### src/rbd_pkg.sv
// Shared types, constants and the control store for the ring buffer deque.
// Holds the microcode table, the dispatch table and the datapath control structs.
// Depends on nothing; every other file of the block refers to it by scoped names.
`default_nettype none

package rbd_pkg;

    // Queue geometry and field widths.
    localparam int CAPACITY   = 4096;
    localparam int DATA_WIDTH = 32;
    localparam int PTR_W      = $clog2(CAPACITY);
    localparam int CNT_W      = PTR_W + 1;
    localparam int VAL_W      = 32;
    localparam int POS_W      = 13;
    localparam int REQ_W      = 3;
    localparam int STAT_W     = 2;
    localparam int STEP_W     = 5;

    // Stream word layouts, padded to whole bytes.
    localparam int IN_DATA_W  = ((VAL_W + POS_W + 7) / 8) * 8;
    localparam int OUT_DATA_W = ((VAL_W + CNT_W + STAT_W + 7) / 8) * 8;

    typedef logic [STEP_W-1:0] t_step;

    typedef enum logic [REQ_W-1:0] {
        REQ_PUSH_BACK  = 3'd0,
        REQ_PUSH_FRONT = 3'd1,
        REQ_POP_BACK   = 3'd2,
        REQ_POP_FRONT  = 3'd3,
        REQ_READ_FRONT = 3'd4,
        REQ_READ_BACK  = 3'd5,
        REQ_READ_INDEX = 3'd6,
        REQ_RESIZE     = 3'd7
    } t_req;

    typedef enum logic [STAT_W-1:0] {
        ST_OK    = 2'd0,
        ST_EMPTY = 2'd1,
        ST_FULL  = 2'd2,
        ST_RANGE = 2'd3
    } t_status;

    // Jump conditions tested by the sequencer.
    typedef enum logic [2:0] {
        COND_NEVER   = 3'd0,
        COND_ALWAYS  = 3'd1,
        COND_EMPTY   = 3'd2,
        COND_FULL    = 3'd3,
        COND_POS_OOR = 3'd4,
        COND_POS_BIG = 3'd5,
        COND_CNT_LT  = 3'd6,
        COND_CNT_GT  = 3'd7
    } t_cond;

    // Pointer and count operations of the datapath.
    typedef enum logic [2:0] {
        OP_NONE       = 3'd0,
        OP_ADD_BACK   = 3'd1,
        OP_ADD_FRONT  = 3'd2,
        OP_DROP_BACK  = 3'd3,
        OP_DROP_FRONT = 3'd4
    } t_op;

    // Source of the store read address.
    typedef enum logic [1:0] {
        RD_HEAD  = 2'd0,
        RD_TAIL  = 2'd1,
        RD_INDEX = 2'd2
    } t_rdsel;

    // One control word of the microprogram.
    typedef struct packed {
        logic    wait_in;
        t_cond   cond;
        t_step   target;
        t_op     op;
        t_rdsel  rd_sel;
        logic    emit;
        logic    val_sel;
        t_status status;
    } t_uword;

    // Control word plus the step-advance qualifier, sent to the datapath.
    typedef struct packed {
        t_uword uw;
        logic   advance;
    } t_ctrl;

    // Datapath status tested by jump conditions.
    typedef struct packed {
        logic empty;
        logic full;
        logic pos_oor;
        logic pos_big;
        logic cnt_lt;
        logic cnt_gt;
    } t_flags;

    // Microprogram step addresses.
    localparam t_step S_IDLE      = 5'd0;
    localparam t_step S_PB_CHK    = 5'd1;
    localparam t_step S_PB_DO     = 5'd2;
    localparam t_step S_PF_CHK    = 5'd3;
    localparam t_step S_PF_DO     = 5'd4;
    localparam t_step S_OB_CHK    = 5'd5;
    localparam t_step S_OB_DO     = 5'd6;
    localparam t_step S_OF_CHK    = 5'd7;
    localparam t_step S_OF_DO     = 5'd8;
    localparam t_step S_RF_CHK    = 5'd9;
    localparam t_step S_RF_OUT    = 5'd10;
    localparam t_step S_RB_CHK    = 5'd11;
    localparam t_step S_RB_OUT    = 5'd12;
    localparam t_step S_RI_CHK    = 5'd13;
    localparam t_step S_RI_RNG    = 5'd14;
    localparam t_step S_RI_OUT    = 5'd15;
    localparam t_step S_RS_CHK    = 5'd16;
    localparam t_step S_RS_LOOP   = 5'd17;
    localparam t_step S_RS_TST_GT = 5'd18;
    localparam t_step S_RS_DONE   = 5'd19;
    localparam t_step S_RS_GROW   = 5'd20;
    localparam t_step S_RS_SHRINK = 5'd21;
    localparam t_step S_ERR_EMPTY = 5'd22;
    localparam t_step S_ERR_FULL  = 5'd23;
    localparam t_step S_ERR_RANGE = 5'd24;

    // Builds a control word that does not wait for input.
    function automatic t_uword mk(t_cond c, t_step tgt, t_op op, t_rdsel rs,
                                  logic emit, logic vsel, t_status st);
        t_uword w;
        w.wait_in = 1'b0;
        w.cond    = c;
        w.target  = tgt;
        w.op      = op;
        w.rd_sel  = rs;
        w.emit    = emit;
        w.val_sel = vsel;
        w.status  = st;
        return w;
    endfunction

    // Control store. Emit steps return to idle once the output register can take the result word.
    function automatic t_uword ucode(t_step a);
        t_uword w;
        w = mk(COND_ALWAYS, S_IDLE, OP_NONE, RD_HEAD, 1'b0, 1'b0, ST_OK);
        unique case (a)
            S_IDLE: begin
                w.wait_in = 1'b1;
                w.cond    = COND_NEVER;
            end
            S_PB_CHK:    w = mk(COND_FULL, S_ERR_FULL, OP_NONE, RD_HEAD, 1'b0, 1'b0, ST_OK);
            S_PB_DO:     w = mk(COND_NEVER, S_IDLE, OP_ADD_BACK, RD_HEAD, 1'b1, 1'b0, ST_OK);
            S_PF_CHK:    w = mk(COND_FULL, S_ERR_FULL, OP_NONE, RD_HEAD, 1'b0, 1'b0, ST_OK);
            S_PF_DO:     w = mk(COND_NEVER, S_IDLE, OP_ADD_FRONT, RD_HEAD, 1'b1, 1'b0, ST_OK);
            S_OB_CHK:    w = mk(COND_EMPTY, S_ERR_EMPTY, OP_NONE, RD_HEAD, 1'b0, 1'b0, ST_OK);
            S_OB_DO:     w = mk(COND_NEVER, S_IDLE, OP_DROP_BACK, RD_HEAD, 1'b1, 1'b0, ST_OK);
            S_OF_CHK:    w = mk(COND_EMPTY, S_ERR_EMPTY, OP_NONE, RD_HEAD, 1'b0, 1'b0, ST_OK);
            S_OF_DO:     w = mk(COND_NEVER, S_IDLE, OP_DROP_FRONT, RD_HEAD, 1'b1, 1'b0, ST_OK);
            S_RF_CHK:    w = mk(COND_EMPTY, S_ERR_EMPTY, OP_NONE, RD_HEAD, 1'b0, 1'b0, ST_OK);
            S_RF_OUT:    w = mk(COND_NEVER, S_IDLE, OP_NONE, RD_HEAD, 1'b1, 1'b1, ST_OK);
            S_RB_CHK:    w = mk(COND_EMPTY, S_ERR_EMPTY, OP_NONE, RD_TAIL, 1'b0, 1'b0, ST_OK);
            S_RB_OUT:    w = mk(COND_NEVER, S_IDLE, OP_NONE, RD_TAIL, 1'b1, 1'b1, ST_OK);
            S_RI_CHK:    w = mk(COND_EMPTY, S_ERR_EMPTY, OP_NONE, RD_INDEX, 1'b0, 1'b0, ST_OK);
            S_RI_RNG:    w = mk(COND_POS_OOR, S_ERR_RANGE, OP_NONE, RD_INDEX, 1'b0, 1'b0,
                                ST_OK);
            S_RI_OUT:    w = mk(COND_NEVER, S_IDLE, OP_NONE, RD_INDEX, 1'b1, 1'b1, ST_OK);
            S_RS_CHK:    w = mk(COND_POS_BIG, S_ERR_FULL, OP_NONE, RD_HEAD, 1'b0, 1'b0, ST_OK);
            S_RS_LOOP:   w = mk(COND_CNT_LT, S_RS_GROW, OP_NONE, RD_HEAD, 1'b0, 1'b0, ST_OK);
            S_RS_TST_GT: w = mk(COND_CNT_GT, S_RS_SHRINK, OP_NONE, RD_HEAD, 1'b0, 1'b0,
                                ST_OK);
            S_RS_DONE:   w = mk(COND_NEVER, S_IDLE, OP_NONE, RD_HEAD, 1'b1, 1'b0, ST_OK);
            S_RS_GROW:   w = mk(COND_ALWAYS, S_RS_LOOP, OP_ADD_BACK, RD_HEAD, 1'b0, 1'b0,
                                ST_OK);
            S_RS_SHRINK: w = mk(COND_ALWAYS, S_RS_LOOP, OP_DROP_BACK, RD_HEAD, 1'b0, 1'b0,
                                ST_OK);
            S_ERR_EMPTY: w = mk(COND_NEVER, S_IDLE, OP_NONE, RD_HEAD, 1'b1, 1'b0, ST_EMPTY);
            S_ERR_FULL:  w = mk(COND_NEVER, S_IDLE, OP_NONE, RD_HEAD, 1'b1, 1'b0, ST_FULL);
            S_ERR_RANGE: w = mk(COND_NEVER, S_IDLE, OP_NONE, RD_HEAD, 1'b1, 1'b0, ST_RANGE);
            default: begin
                // Unused addresses fall back to idle.
                w = mk(COND_ALWAYS, S_IDLE, OP_NONE, RD_HEAD, 1'b0, 1'b0, ST_OK);
            end
        endcase
        return w;
    endfunction

    // Dispatch table: first step of each request's routine.
    function automatic t_step entry_of(t_req r);
        t_step s;
        unique case (r)
            REQ_PUSH_BACK:  s = S_PB_CHK;
            REQ_PUSH_FRONT: s = S_PF_CHK;
            REQ_POP_BACK:   s = S_OB_CHK;
            REQ_POP_FRONT:  s = S_OF_CHK;
            REQ_READ_FRONT: s = S_RF_CHK;
            REQ_READ_BACK:  s = S_RB_CHK;
            REQ_READ_INDEX: s = S_RI_CHK;
            REQ_RESIZE:     s = S_RS_CHK;
            default:        s = S_IDLE;
        endcase
        return s;
    endfunction

endpackage

`default_nettype wire

### src/rbd_sequencer.sv
// Microcode sequencer: step counter, control store lookup and conditional jumps.
// Depends on rbd_pkg for the control word, the flags and the microprogram.
`default_nettype none

module rbd_sequencer (
    input  wire logic                       i_clk,
    input  wire logic                       i_rst_n,
    input  wire logic                       i_in_valid,
    input  wire logic [rbd_pkg::REQ_W-1:0]  i_req,
    input  wire logic                       i_out_free,
    input  wire rbd_pkg::t_flags            i_flags,
    output logic                            o_in_ready,
    output rbd_pkg::t_ctrl                  o_ctrl
);

    rbd_pkg::t_step  r_step;
    rbd_pkg::t_step  n_step;
    rbd_pkg::t_uword uw;
    logic            hit;
    logic            advance;

    // Fetch the current control word.
    assign uw = rbd_pkg::ucode(r_step);

    // An emitting step moves on only when the output register can take the word.
    assign advance = !uw.emit || i_out_free;

    // The input is ready only in the idle step and never while reset is held.
    assign o_in_ready     = uw.wait_in && i_rst_n;
    assign o_ctrl.uw      = uw;
    assign o_ctrl.advance = advance && !uw.wait_in;

    // Evaluate the jump condition.
    always_comb begin
        unique case (uw.cond)
            rbd_pkg::COND_NEVER:   hit = 1'b0;
            rbd_pkg::COND_ALWAYS:  hit = 1'b1;
            rbd_pkg::COND_EMPTY:   hit = i_flags.empty;
            rbd_pkg::COND_FULL:    hit = i_flags.full;
            rbd_pkg::COND_POS_OOR: hit = i_flags.pos_oor;
            rbd_pkg::COND_POS_BIG: hit = i_flags.pos_big;
            rbd_pkg::COND_CNT_LT:  hit = i_flags.cnt_lt;
            rbd_pkg::COND_CNT_GT:  hit = i_flags.cnt_gt;
            default:               hit = 1'b0;
        endcase
    end

    // Next step: dispatch on a new word, hold on a stall, else jump or fall through.
    always_comb begin
        priority if (uw.wait_in) begin
            n_step = i_in_valid ? rbd_pkg::entry_of(rbd_pkg::t_req'(i_req)) : r_step;
        end else if (!advance) begin
            n_step = r_step;
        end else if (uw.emit) begin
            n_step = rbd_pkg::S_IDLE;
        end else if (hit) begin
            n_step = uw.target;
        end else begin
            n_step = r_step + rbd_pkg::t_step'(1);
        end
    end

    always_ff @(posedge i_clk) begin
        if (!i_rst_n) begin
            r_step <= rbd_pkg::S_IDLE;
        end else begin
            r_step <= n_step;
        end
    end

endmodule

`default_nettype wire

### config.mk
export PLATFORM = sky130hd
export DESIGN_NAME = rbd_sequencer
export DESIGN_NICKNAME = d
export VERILOG_FILES = /design/src/rbd_pkg.sv /design/src/rbd_sequencer.sv
export SDC_FILE = /design/constraint.sdc
export NUM_CORES = 1
export LEC_CHECK = 0
export ABC_CLOCK_PERIOD_IN_PS = 2500
export BUFFER_PORTS_ARGS = -buffer_cell sky130_fd_sc_hd__buf_2
export CAP_MARGIN = 25
export CORE_MARGIN = 2
export CORE_UTILIZATION = 45
export DETAILED_ROUTE_END_ITERATION = 10
export PLACE_DENSITY = 0.73
export SYNTH_ARGS = -nofsm -noshare
export SYNTH_HDL_FRONTEND = slang
export SYNTH_SLANG_ARGS = --single-unit
### constraint.sdc
create_clock -name i_clk -period 2.5 [get_ports i_clk]
set_input_delay 0.5 -clock i_clk [delete_from_list [all_inputs] [get_ports i_clk]]
set_output_delay 0.5 -clock i_clk [all_outputs]
set_load 0.005 [all_outputs]
Word level (Yosys, flattened, before mapping)
Memory sizes are Yosys's and may differ from the RTL's.
Index checks and enable logic that the tools add are counted.
{"block": "totals", "rom_bits": 40, "memories": 1, "elab_cells": 57, "register_bits": 5, "output_inout_bits": 20}
{"block": "op_classes", "reduce_logical": 14, "mux": 8, "addsub": 1, "eq_ne": 32}
{"name": "(name not given)", "depth": 8, "word_bits": 5, "read_ports": 1, "rd_clocked_by_memory_dff": 0, "write_ports": 0, "line_no": "rbd_pkg.sv:189", "source": "unique case (r)"}
{"cell": "case mux 14 bit (20 select lines)", "count": 1}
{"cell": "equality test 5 bit, second input constant", "count": 9}
{"cell": "equality test 5 x 4 -> 1 bit, second input constant", "count": 8}
{"cell": "case mux 4 bit (8 select lines)", "count": 1}
{"cell": "2-to-1 mux 5 bit", "count": 5}
{"cell": "equality test 5 x 3 -> 1 bit, second input constant", "count": 4}
{"cell": "equality test 3 bit, second input constant", "count": 4}
{"cell": "OR reduction 11 bit", "count": 1}
{"cell": "equality test 5 x 2 -> 1 bit, second input constant", "count": 2}
{"cell": "case mux 1 bit (8 select lines)", "count": 1}
{"cell": "equality test 3 x 2 -> 1 bit, second input constant", "count": 2}
{"cell": "OR reduction 3 bit", "count": 2}
{"cell": "adder 5 x 1 -> 5 bit, second input constant", "count": 1}
{"cell": "equality test 5 x 1 -> 1 bit, second input constant", "count": 1}
{"cell": "zero test 5 bit", "count": 1}
{"cell": "OR reduction 5 bit", "count": 1}
{"cell": "equality test 3 x 1 -> 1 bit, second input constant", "count": 1}
{"cell": "zero test 3 bit", "count": 1}
{"cell": "logical AND 1 bit", "count": 2}
{"cell": "zero test 1 bit", "count": 2}
{"cell": "!= test 2 bit, second input constant", "count": 1}
{"cell": "AND reduction 2 bit", "count": 1}
{"cell": "nonzero test 2 bit", "count": 1}
{"cell": "OR reduction 2 bit", "count": 1}
{"cell": "logical OR 1 bit", "count": 1}

Depth between registers and ports, before layout
Gate-level depths: netlist of the first run.
{"block": "depth", "word_depth": 9, "depth_mapped": 10}

Worst setup path after synthesis of the first run
Ideal clock, no wire load.
{"block": "synth_timing", "path_type": "register to output", "from": "register r_step[0]", "to": "output port o_ctrl[15] in the netlist's numbering", "slack_ns": 0.203, "arrival_ns": 1.797, "path_stages_with_launch": 9, "path_cell_list": "dfxtp_1 -> ha_1 -> buf_2 -> and3_1 -> ha_1 -> a21o_1 -> nor4_4 -> nand2_1 -> nand2_1"}
{"item": "start, declared", "line_no": "rbd_sequencer.sv:16", "source": "rbd_pkg::t_step r_step;"}
{"item": "start signal, assigned", "line_no": "rbd_sequencer.sv:65", "source": "r_step <= rbd_pkg::S_IDLE;"}
{"item": "start signal, assigned", "line_no": "rbd_sequencer.sv:67", "source": "r_step <= n_step;"}
{"item": "end, declared", "line_no": "rbd_sequencer.sv:13", "source": "output rbd_pkg::t_ctrl o_ctrl"}

==> results by group, run 1 <==
Critical path
  • Arrival time worst endpoint: 1920 ps
  • Capturing point of the worst reg2reg path: r_step[2]$_SDFFE_PN0P_
  • CP endpoint kind: output port
  • Cells along the critical path: inv_1 > ha_2 > nand2b_1 > a21oi_2 > nor4_4 > nand2_2 > nand2_1 > buf_2
  • Highest-delay cell along the critical path: dfxtp_2
  • Crit Reg-Reg Startpoint: r_step[0]$_SDFFE_PN0P_
  • Worst setup slack for register-to-register paths: 250 ps
  • CP max FO: 8
  • Worst endpoint required time: 2000 ps
  • Startpoint-to-endpoint class of the critical path: reg2out
  • Largest stage delay, worst path: 370 ps
  • Cells on worst reg2reg path: 8
  • Kind of start point of the critical path: flip-flop

Cells and area
  • Largest regs: r_step (5)
  • Share of final-layout standard cells stronger than drive strength 1: 38.82%
  • Number of flip-flops under the largest register name: 5
  • Post-route core utilization: 61.16%
  • Number of nets in the final layout: 189
  • Cell area after layout: 1200 um^2
  • Area growth syn-to-layout: 28.72%
  • Largest Register: r_step
  • Final-layout fill cell count: 196
  • Non-filler instance count after layout: 197
  • Antenna Cells: 0

Min path
  • Source of the worst hold timing path: i_rst_n
  • Worst min-delay path category: in2reg
  • Destination of the worst hold path: r_step[4]$_SDFFE_PN0P_
  • Worst Hold Depth: 3

Clocking
  • TritonCTS sink count: 5
  • Clock insertion delay at the later pin of the skew report: 250 ps
  • CTS HTree Levels: 1
  • CTS max path bufs: 2
  • CTS buffer count: 3
  • Total of hold buffers inserted after clock tree synthesis: 0
  • Clock tree from TritonCTS: done
  • CTS root buffer: clkbuf_4
  • Reg clk slew, reported paths: 60 ps

Routing
  • Via density: 5.807
  • Post-route DRC violation count: 0
  • DRC marker count from the first detailed-route iteration: 28
  • Pre-Repair DR Iteration Count: 4
  • Routed Antenna Nets: 0
  • Met2 wire length: 1329 um
  • Vias: 1,144
  • Post-route met1 wirelength: 1277 um
  • Final wirelength: 2761 um
  • Amount of wire on met3 after detailed routing: 125 um
  • Post-DR wirelength/cell: 14.02 um
  • Uppermost layer routed: met4

Synthesis
  • Largest area contributor in the netlist: dfxtp_1
  • Synth area leaders: dfxtp_1 11%, ha_1 6.7%, nand2_1 6.4%
  • Number of flops mapped to enable cells by yosys: 0
  • Commonest register cell after synthesis: dfxtp_1
  • Flop and latch count out of synthesis: 5
  • Cells after Synth: 136
  • Unique cell type count in the Yosys netlist: 49
  • Post-synth design cell area: 932.1 um^2
  • Net count after synthesis: 154
  • Average footprint of a synthesized cell: 6.854 um^2
  • Warning count from the yosys run: 0
  • Share of synthesized registers carrying an async set or reset: 0%
  • Register area share after synthesis: 10.74%
  • Area share of the leading cell type in the synthesized netlist: 10.74%

Power and ir drop
  • Overall power of the completed layout: 1.491 mW
  • Static leakage: 0.5586 nW
  • Power density normalized to cell area: 1243 nW/um^2
  • Maximum ir drop on the vdd rail: 616.3 uV

Global route
  • Vias in the first global route: 961
  • Pin count of the biggest net entering global routing: 16
  • Remaining global-route overflow: 0
  • Combined global-route utilization of all metal layers: 22.10%
  • Initial antenna violation count: 0
  • First-pass GRT wire length: 4381 um

Floorplanning
  • Floorplan row count: 16
  • Width of the chip: 49.51 um
  • Die area: 2451 um^2
  • Initial cell density of the core: 47.51%
  • Vertical die dimension: 49.51 um
  • Floorplan Core Area: 1962 um^2
  • I/O pin count: 33

Placed design
  • Cell count after placement: 192
  • Standard cell area after detailed placement: 1114 um^2
  • Final weighted congestion in routability-driven placement: 0.8429
  • HPWL after DPL: 2071 um
  • Port Buf Inserts: 32

Timing
  • Number of max-slew violations in the final report: 0
  • Highest Clock Rate: 413.9 MHz
  • Number of hold violations in the final report: 0
  • Shortest clock period the worst path allows after layout: 2416 ps
  • Clock Skew: 5.364 ps
  • Final cycle utilization of the critical path: 96.63%
  • Setup repair after global routing missed its margin: yes
  • Transition time at the pin with the least slew margin: 369.0 ps
  • Setup Viol. Count Final: 0
  • Worst relative slew slack: 75.40%

Flow run
  • Maximum Capacitance Violations: 0

Outcome
  • Result of the run: complete, no violations
[placed cells by master (no fill, tap or decap), drive strengths merged, types with 4 or more instances in the layout]
cell	n
inv	10
nor3	6
nand2b	4
buf	37
nor2	13
ha	5
a21oi	8
dfxtp	5
and3	5
o21ai	6
nand2	17
nand3	6
[layout make-up]
cell class | instances | area [um^2] | share of cell area, %
Clock buffer | 3 | 22.52 | 1.877
Sequential cell | 5 | 103.9 | 8.655
Clock inverter | 1 | 5.005 | 0.4171
Timing Repair Buffer | 37 | 197.7 | 16.48
Inverter | 11 | 41.29 | 3.441
Tap cell | 27 | 33.78 | 2.815
Multi-Input combinational cell | 113 | 795.8 | 66.32
[cells in the mapped netlist (all sizes together) (4+ instances only)]
cell type	n
dfxtp	5
buf	6
nand2b	4
and3	5
nand3	6
inv	10
nor3	6
nor2	13
ha	5
o21ai	6
nand2	17
a21oi	8
[what timing repair did]
| action | CTS | global route |
|---|---|---|
| setup endpoints to repair | 3 | 5 |
| resized for setup | 4 | 13 |
| setup buffers | 0 | 1 |
| pin swaps | 0 | 3 |
| gates cloned | 0 | 0 |
[worst max-delay path, delay by kind of cell, from the launching register on]
kind | cells | cell delay [ps]
AOI/OAI and AO/OA | 1 | 140
and+or+nand+nor | 4 | 700
adders and majority gates | 1 | 240
DFF | 1 | 370
buffers and inverters | 2 | 200
[kinds of logic after synthesis]
| kind of cell | Yosys count | share of synthesized area (%) |
|---|---|---|
| buffers and inverters | 18 | 8.992 |
| AND/OR/NAND/NOR | 63 | 35.04 |
| multiplexers | 3 | 3.222 |
| adder cells (fa/ha/maj) | 5 | 6.711 |
| AO/OA/AOI/OAI | 40 | 33.42 |
| XOR/XNOR | 2 | 1.880 |
| flip-flops | 5 | 10.74 |
[stage by stage]
step	hold WS [ps]	TNS, ps	setup WS, ps
floorplan	644.4	0	203.2
global placement	661.9	0	194.3
detailed placement	704.1	0	131.7
CTS	575.9	0	10.71
global route	582.4	-134.6	-53.33
finish	578.2	0	84.16
[routing by layer]
layer  global-route usage [%]  vias up
met4                    3.241        0
li1                         -      567
met1                    31.23      525
met3                    1.818        4
met5                        0        -
met2                    37.39       48
[worst max path at each step]
stage | start | to | slack (ps) | cells after the start
2_1_floorplan | r_step[0]$_SDFFE_PN0P_ | o_ctrl[15] | 200 | 8
3_3_place_gp | r_step[0]$_SDFFE_PN0P_ | r_step[2]$_SDFFE_PN0P_ | 190 | 8
3_5_place_dp | r_step[0]$_SDFFE_PN0P_ | r_step[2]$_SDFFE_PN0P_ | 130 | 8
4_1_cts | r_step[0]$_SDFFE_PN0P_ | o_ctrl[15] | 10 | 8
5_1_grt | r_step[0]$_SDFFE_PN0P_ | o_ctrl[15] | -50 | 8
6_report | r_step[0]$_SDFFE_PN0P_ | o_ctrl[15] | 80 | 8
[where the power goes]
group	leakage, nW	internal [mW]	total, mW	switching (mW)
Sequential	0.0422	0.112	0.171	0.0591
Clock	0.0177	0.0584	0.101	0.0427
Combinational	0.499	0.525	1.22	0.694
Total	0.559	0.696	1.49	0.795
Note: power is estimated with default switching activity, not from simulation.
==> inputs of run 2 (changes only) <==
- CORE_UTILIZATION: 45 -> 40
- PLACE_DENSITY: 0.73 -> 0.66
==> run 2 against run 1 <==
Routed wire length is 4.0% higher. Power is 5.0% higher. Die area rose by 11%. Sequential power shrank 7%. Clock power shrank 7%. Critical endpoint unchanged. Sequential share of layout area is 0.42 points lower. Largest power group unchanged. Clock skew shrank 1.0 ps. Register-to-register slack worse by 90 ps. Core utilization fell by 4.1 points. Flip-flop and latch count did not move.
==> results by group, run 2 (synthesis gave the netlist of run 1 again) <==
Placed design
  • Final weighted congestion in routability-driven placement: 0.8443
  • Standard cell area after detailed placement: 1145 um^2
  • Port Buf Inserts: 32
  • HPWL after DPL: 2252 um
  • Cell count after placement: 197
  • Worst slack at placement: 84.35 ps

Clocking
  • CTS HTree Levels: 1
  • CTS root buffer: clkbuf_4
  • Clock tree from TritonCTS: done
  • Clock insertion delay at the later pin of the skew report: 250 ps
  • Reg clk slew, reported paths: 50 ps
  • Total of hold buffers inserted after clock tree synthesis: 0
  • CTS max path bufs: 2
  • CTS buffer count: 3
  • TritonCTS sink count: 5

Routing
  • Routed Antenna Nets: 0
  • Final wirelength: 2871 um
  • Vias: 1,198
  • Pre-Repair DR Iteration Count: 4
  • Via density: 5.901
  • Post-DR wirelength/cell: 14.14 um
  • Post-route DRC violation count: 0
  • DRC marker count from the first detailed-route iteration: 40

Critical path
  • Number of buffer and inverter stages on the critical path: 1
  • Top cell family by delay on the critical path: simple AND/OR/NAND/NOR gates
  • Largest stage delay, worst path: 340 ps
  • Worst endpoint required time: 2000 ps
  • CP max FO: 5
  • Arrival time worst endpoint: 1940 ps
  • Startpoint-to-endpoint class of the critical path: reg2out
  • CP endpoint kind: output port
  • Kind of start point of the critical path: flip-flop
  • Highest-delay cell along the critical path: dfxtp_2
  • Cells along the critical path: ha_1 > and3_1 > ha_1 > a21o_4 > nor4_4 > nand2_1 > nand2_1 > buf_2

Min path
  • Worst min-delay path category: in2reg

Timing
  • Final cycle utilization of the critical path: 97.49%
  • Shortest clock period the worst path allows after layout: 2437 ps
  • Fin worst setup slack: 62.86 ps
  • Worst relative slew slack: 75.86%
  • Transition time at the pin with the least slew margin: 356.4 ps
  • Number of hold violations in the final report: 0
  • Setup Viol. Count Final: 0
  • Setup repair after global routing missed its margin: yes
  • Number of max-slew violations in the final report: 0
  • Highest Clock Rate: 410.3 MHz
  • Clock Skew: 4.352 ps
  • Post-route worst hold slack: 590.5 ps

Global route
  • First-pass GRT wire length: 4678 um
  • Initial antenna violation count: 0
  • Vias in the first global route: 1,082
  • Combined global-route utilization of all metal layers: 22.24%
  • Pin count of the biggest net entering global routing: 16
  • Remaining global-route overflow: 0

Cells and area
  • Largest Register: r_step
  • Most frequent standard cell in the layout excluding fill and tap cells: buf_2
  • Number of nets in the final layout: 194
  • Share of final-layout standard cells stronger than drive strength 1: 38.86%
  • Largest regs: r_step (5)
  • Final-layout fill cell count: 218
  • Non-filler instance count after layout: 203
  • Area growth syn-to-layout: 35.30%
  • Sequential cell area: 103.9 um^2
  • Number of flip-flops under the largest register name: 5
  • Post-route core utilization: 57.01%
  • Combined area of the multi-input logic cells: 818.3 um^2
  • Antenna Cells: 0
  • Cell area after layout: 1261 um^2
  • Commonest cells after routing, fill and taps aside: 32 x buf_2, 16 x nand2_1, 13 x nor2_1

Floorplanning
  • Die area: 2733 um^2
  • Vertical die dimension: 52.28 um
  • Width of the chip: 52.28 um
  • I/O pin count: 33
  • Floorplan row count: 17
  • Initial cell density of the core: 42.14%
  • Floorplan Core Area: 2212 um^2

Power and ir drop
  • Power density normalized to cell area: 1241 nW/um^2
  • Maximum ir drop on the vdd rail: 755.1 uV
  • Static leakage: 0.5866 nW

Outcome
  • Result of the run: complete, no violations

Flow run
  • Maximum Capacitance Violations: 0
[run 2: layout make-up]
class                   count  share of cell area [%]
multi-input cells         113                   64.88
clock inverters             1                  0.3968
repair buffers             42                   18.65
clock buffers               3                   1.786
well taps                  28                   2.778
flip-flops and latches      5                   8.234
inverters                  11                   3.274
[run 2: final timing paths]
| kind | from | end | slack [ps] | cells after the start |
|---|---|---|---|---|
| max reg2reg | r_step[0]$_SDFFE_PN0P_ | r_step[2]$_SDFFE_PN0P_ | 160 | 9 |
| min reg2reg | r_step[0]$_SDFFE_PN0P_ | r_step[0]$_SDFFE_PN0P_ | 650 | 2 |
| max | r_step[0]$_SDFFE_PN0P_ | o_ctrl[15] | 60 | 8 |
| min | i_rst_n | r_step[4]$_SDFFE_PN0P_ | 590 | 3 |
[run 2: per-layer routing]
| metal | part of all wire, % | GRT usage [%] | wire length (um) | vias up |
|---|---|---|---|---|
| met5 | 0 | 0 | 0 | - |
| met4 | 1.6 | 6.410 | 47 | 0 |
| met2 | 49 | 38.82 | 1402 | 47 |
| met3 | 7.4 | 2.571 | 212 | 7 |
| li1 | - | - | - | 581 |
| met1 | 42 | 28.52 | 1209 | 563 |
[run 2: through the flow]
step	total power, mW	setup TNS [ps]
finish	1.565	0
global route	1.712	-145.2
CTS	1.480	0
detailed placement	1.350	0
global placement	1.340	0
floorplan	0.9655	0
[run 2: power by group]
part | internal (mW) | switching (mW)
clock network | 0.0580 | 0.0359
logic | 0.584 | 0.727
registers | 0.112 | 0.0477
[run 2: tightest hold or removal path, stage by stage]
cell and delay, ps:
buf_2 160, o31ai_1 90, a211oi_2 40
[run 2: what timing repair did]
item	CTS	global route
setup buffers	1	1
endpoints found under the hold margin	0	0
setup endpoints to repair	4	9
pin swaps	0	1
gates resized for setup	6	11
==> inputs of run 3 (changes only) <==
- CORE_MARGIN: 2 -> 4
==> run 3 against run 2 <==
Worst hold slack worse by 9.1 ps. Worst setup slack worse by 16 ps. Core utilization is 2.9 points higher. Routed wire length rose by 9.1%. Via count is 2.2% higher.
==> results by group, run 3 (synthesis gave the netlist of run 1 again) <==
Global route
  • Remaining global-route overflow: 0
  • First-pass GRT wire length: 5333 um
  • Vias in the first global route: 1,182
  • Pin count of the biggest net entering global routing: 16
  • Combined global-route utilization of all metal layers: 20.47%
  • Initial antenna violation count: 0

Cells and area
  • Final-layout fill cell count: 197
  • Area growth syn-to-layout: 42.28%
  • Post-route core utilization: 59.95%
  • Cell area after layout: 1326 um^2
  • Number of nets in the final layout: 198
  • Share of final-layout standard cells stronger than drive strength 1: 44.13%
  • Number of flip-flops under the largest register name: 5
  • Non-filler instance count after layout: 207
  • Largest Register: r_step
  • Sequential cell area: 106.4 um^2
  • Commonest cells after routing, fill and taps aside: 32 x buf_2, 16 x nand2_1, 14 x buf_4
  • Most frequent standard cell in the layout excluding fill and tap cells: buf_2
  • Combined area of the multi-input logic cells: 850.8 um^2
  • Antenna Cells: 0
  • Largest regs: r_step (5)

Routing
  • Final wirelength: 3133 um
  • Vias: 1,224
  • DRC marker count from the first detailed-route iteration: 39
  • Via density: 5.913
  • Routed Antenna Nets: 0
  • Post-route DRC violation count: 0
  • Post-DR wirelength/cell: 15.14 um
  • Pre-Repair DR Iteration Count: 4

Floorplanning
  • Initial cell density of the core: 42.14%
  • Floorplan row count: 17
  • Width of the chip: 56.28 um
  • Die area: 3167 um^2
  • Floorplan Core Area: 2212 um^2
  • Vertical die dimension: 56.28 um
  • I/O pin count: 33

Min path
  • Source of the worst hold timing path: i_rst_n
  • Worst Hold Depth: 3
  • Worst min-delay path category: in2reg
  • Destination of the worst hold path: r_step[4]$_SDFFE_PN0P_

Critical path
  • Kind of start point of the critical path: flip-flop
  • Worst setup slack for register-to-register paths: 200 ps
  • Crit Reg-Reg Startpoint: r_step[0]$_SDFFE_PN0P_
  • Arrival time worst endpoint: 1950 ps
  • CP max FO: 5
  • CP endpoint kind: output port
  • Worst Setup SP: r_step[0]$_SDFFE_PN0P_
  • Worst endpoint required time: 2000 ps
  • Capturing point of the worst reg2reg path: r_step[2]$_SDFFE_PN0P_
  • Cells on worst reg2reg path: 9
  • Startpoint-to-endpoint class of the critical path: reg2out

Placed design
  • HPWL after DPL: 2307 um
  • Cell count after placement: 197
  • Final weighted congestion in routability-driven placement: 0.8237
  • Standard cell area after detailed placement: 1145 um^2
  • Worst slack at placement: 102.0 ps
  • Port Buf Inserts: 32

Timing
  • Clock Skew: 1.530 ps
  • Worst relative slew slack: 73.17%
  • Final TNS setup: 0 ps
  • Shortest clock period the worst path allows after layout: 2453 ps
  • Highest Clock Rate: 407.7 MHz
  • Number of hold violations in the final report: 0
  • Final cycle utilization of the critical path: 98.11%
  • Setup repair after global routing missed its margin: yes
  • Post-route worst hold slack: 581.4 ps
  • Number of max-slew violations in the final report: 0
  • Setup Viol. Count Final: 0
  • Fin worst setup slack: 47.14 ps
  • Transition time at the pin with the least slew margin: 396.2 ps

Clocking
  • Reg clk slew, reported paths: 50 ps
  • CTS max path bufs: 2
  • Clock insertion delay at the later pin of the skew report: 260 ps
  • Clock tree from TritonCTS: done
  • CTS buffer count: 3
  • CTS HTree Levels: 1
  • CTS root buffer: clkbuf_4
  • TritonCTS sink count: 5
  • Total of hold buffers inserted after clock tree synthesis: 0

Power and ir drop
  • Overall power of the completed layout: 1.699 mW
  • Power density normalized to cell area: 1281 nW/um^2
  • Maximum ir drop on the vdd rail: 713.2 uV
  • Static leakage: 0.6029 nW

Outcome
  • Result of the run: complete, no violations

Flow run
  • Maximum Capacitance Violations: 0
## run 3: layer usage
metal  track usage, %  share of wire (%)  routed length (um)
met1            26.03                 43                1338
met2            35.06                 50                1559
met3            4.368                6.4                 201
met4            4.746                1.1                  34
met5                0                  0                   0
## run 3: worst max-delay path by stage
stage	to	slack, ps	cells after the start
after floorplan	o_ctrl[15]	200	8
after global placement	r_step[2]$_SDFFE_PN0P_	160	8
after detailed placement	r_step[2]$_SDFFE_PN0P_	100	8
after CTS	o_ctrl[0]	2	7
after global routing	r_step[2]$_SDFFE_PN0P_	-20	9
final	o_ctrl[0]	50	8
## run 3: power breakdown
| part | total [mW] | internal [mW] | switching (mW) | leakage (nW) |
|---|---|---|---|---|
| Combinational | 1.43 | 0.652 | 0.777 | 0.543 |
| Sequential | 0.170 | 0.115 | 0.0554 | 0.0424 |
| Clock | 0.0993 | 0.0583 | 0.0410 | 0.0177 |
## run 3: final cells by class
class                   instances  area share [%]
repair buffers                 46           20.00
inverters                      11           3.113
clock inverters                 1          0.3774
multi-input cells             113           64.15
flip-flops and latches          5           8.019
clock buffers                   3           1.698
well taps                      28           2.642
## run 3: repair_timing
| item | CTS | global route |
|---|---|---|
| resized for setup | 6 | 20 |
| buffers inserted | 2 | 4 |
| pin swaps | 1 | 4 |
| setup endpoints to repair | 4 | 10 |
## run 3: worst max-delay path: stages, from the launching register on
cell	delay, ps
dfxtp_4	360
ha_2	190
and3_4	180
ha_2	180
a21o_4	210
nor3_4	260
nor2_4	70
nor2_2	130
buf_2	120
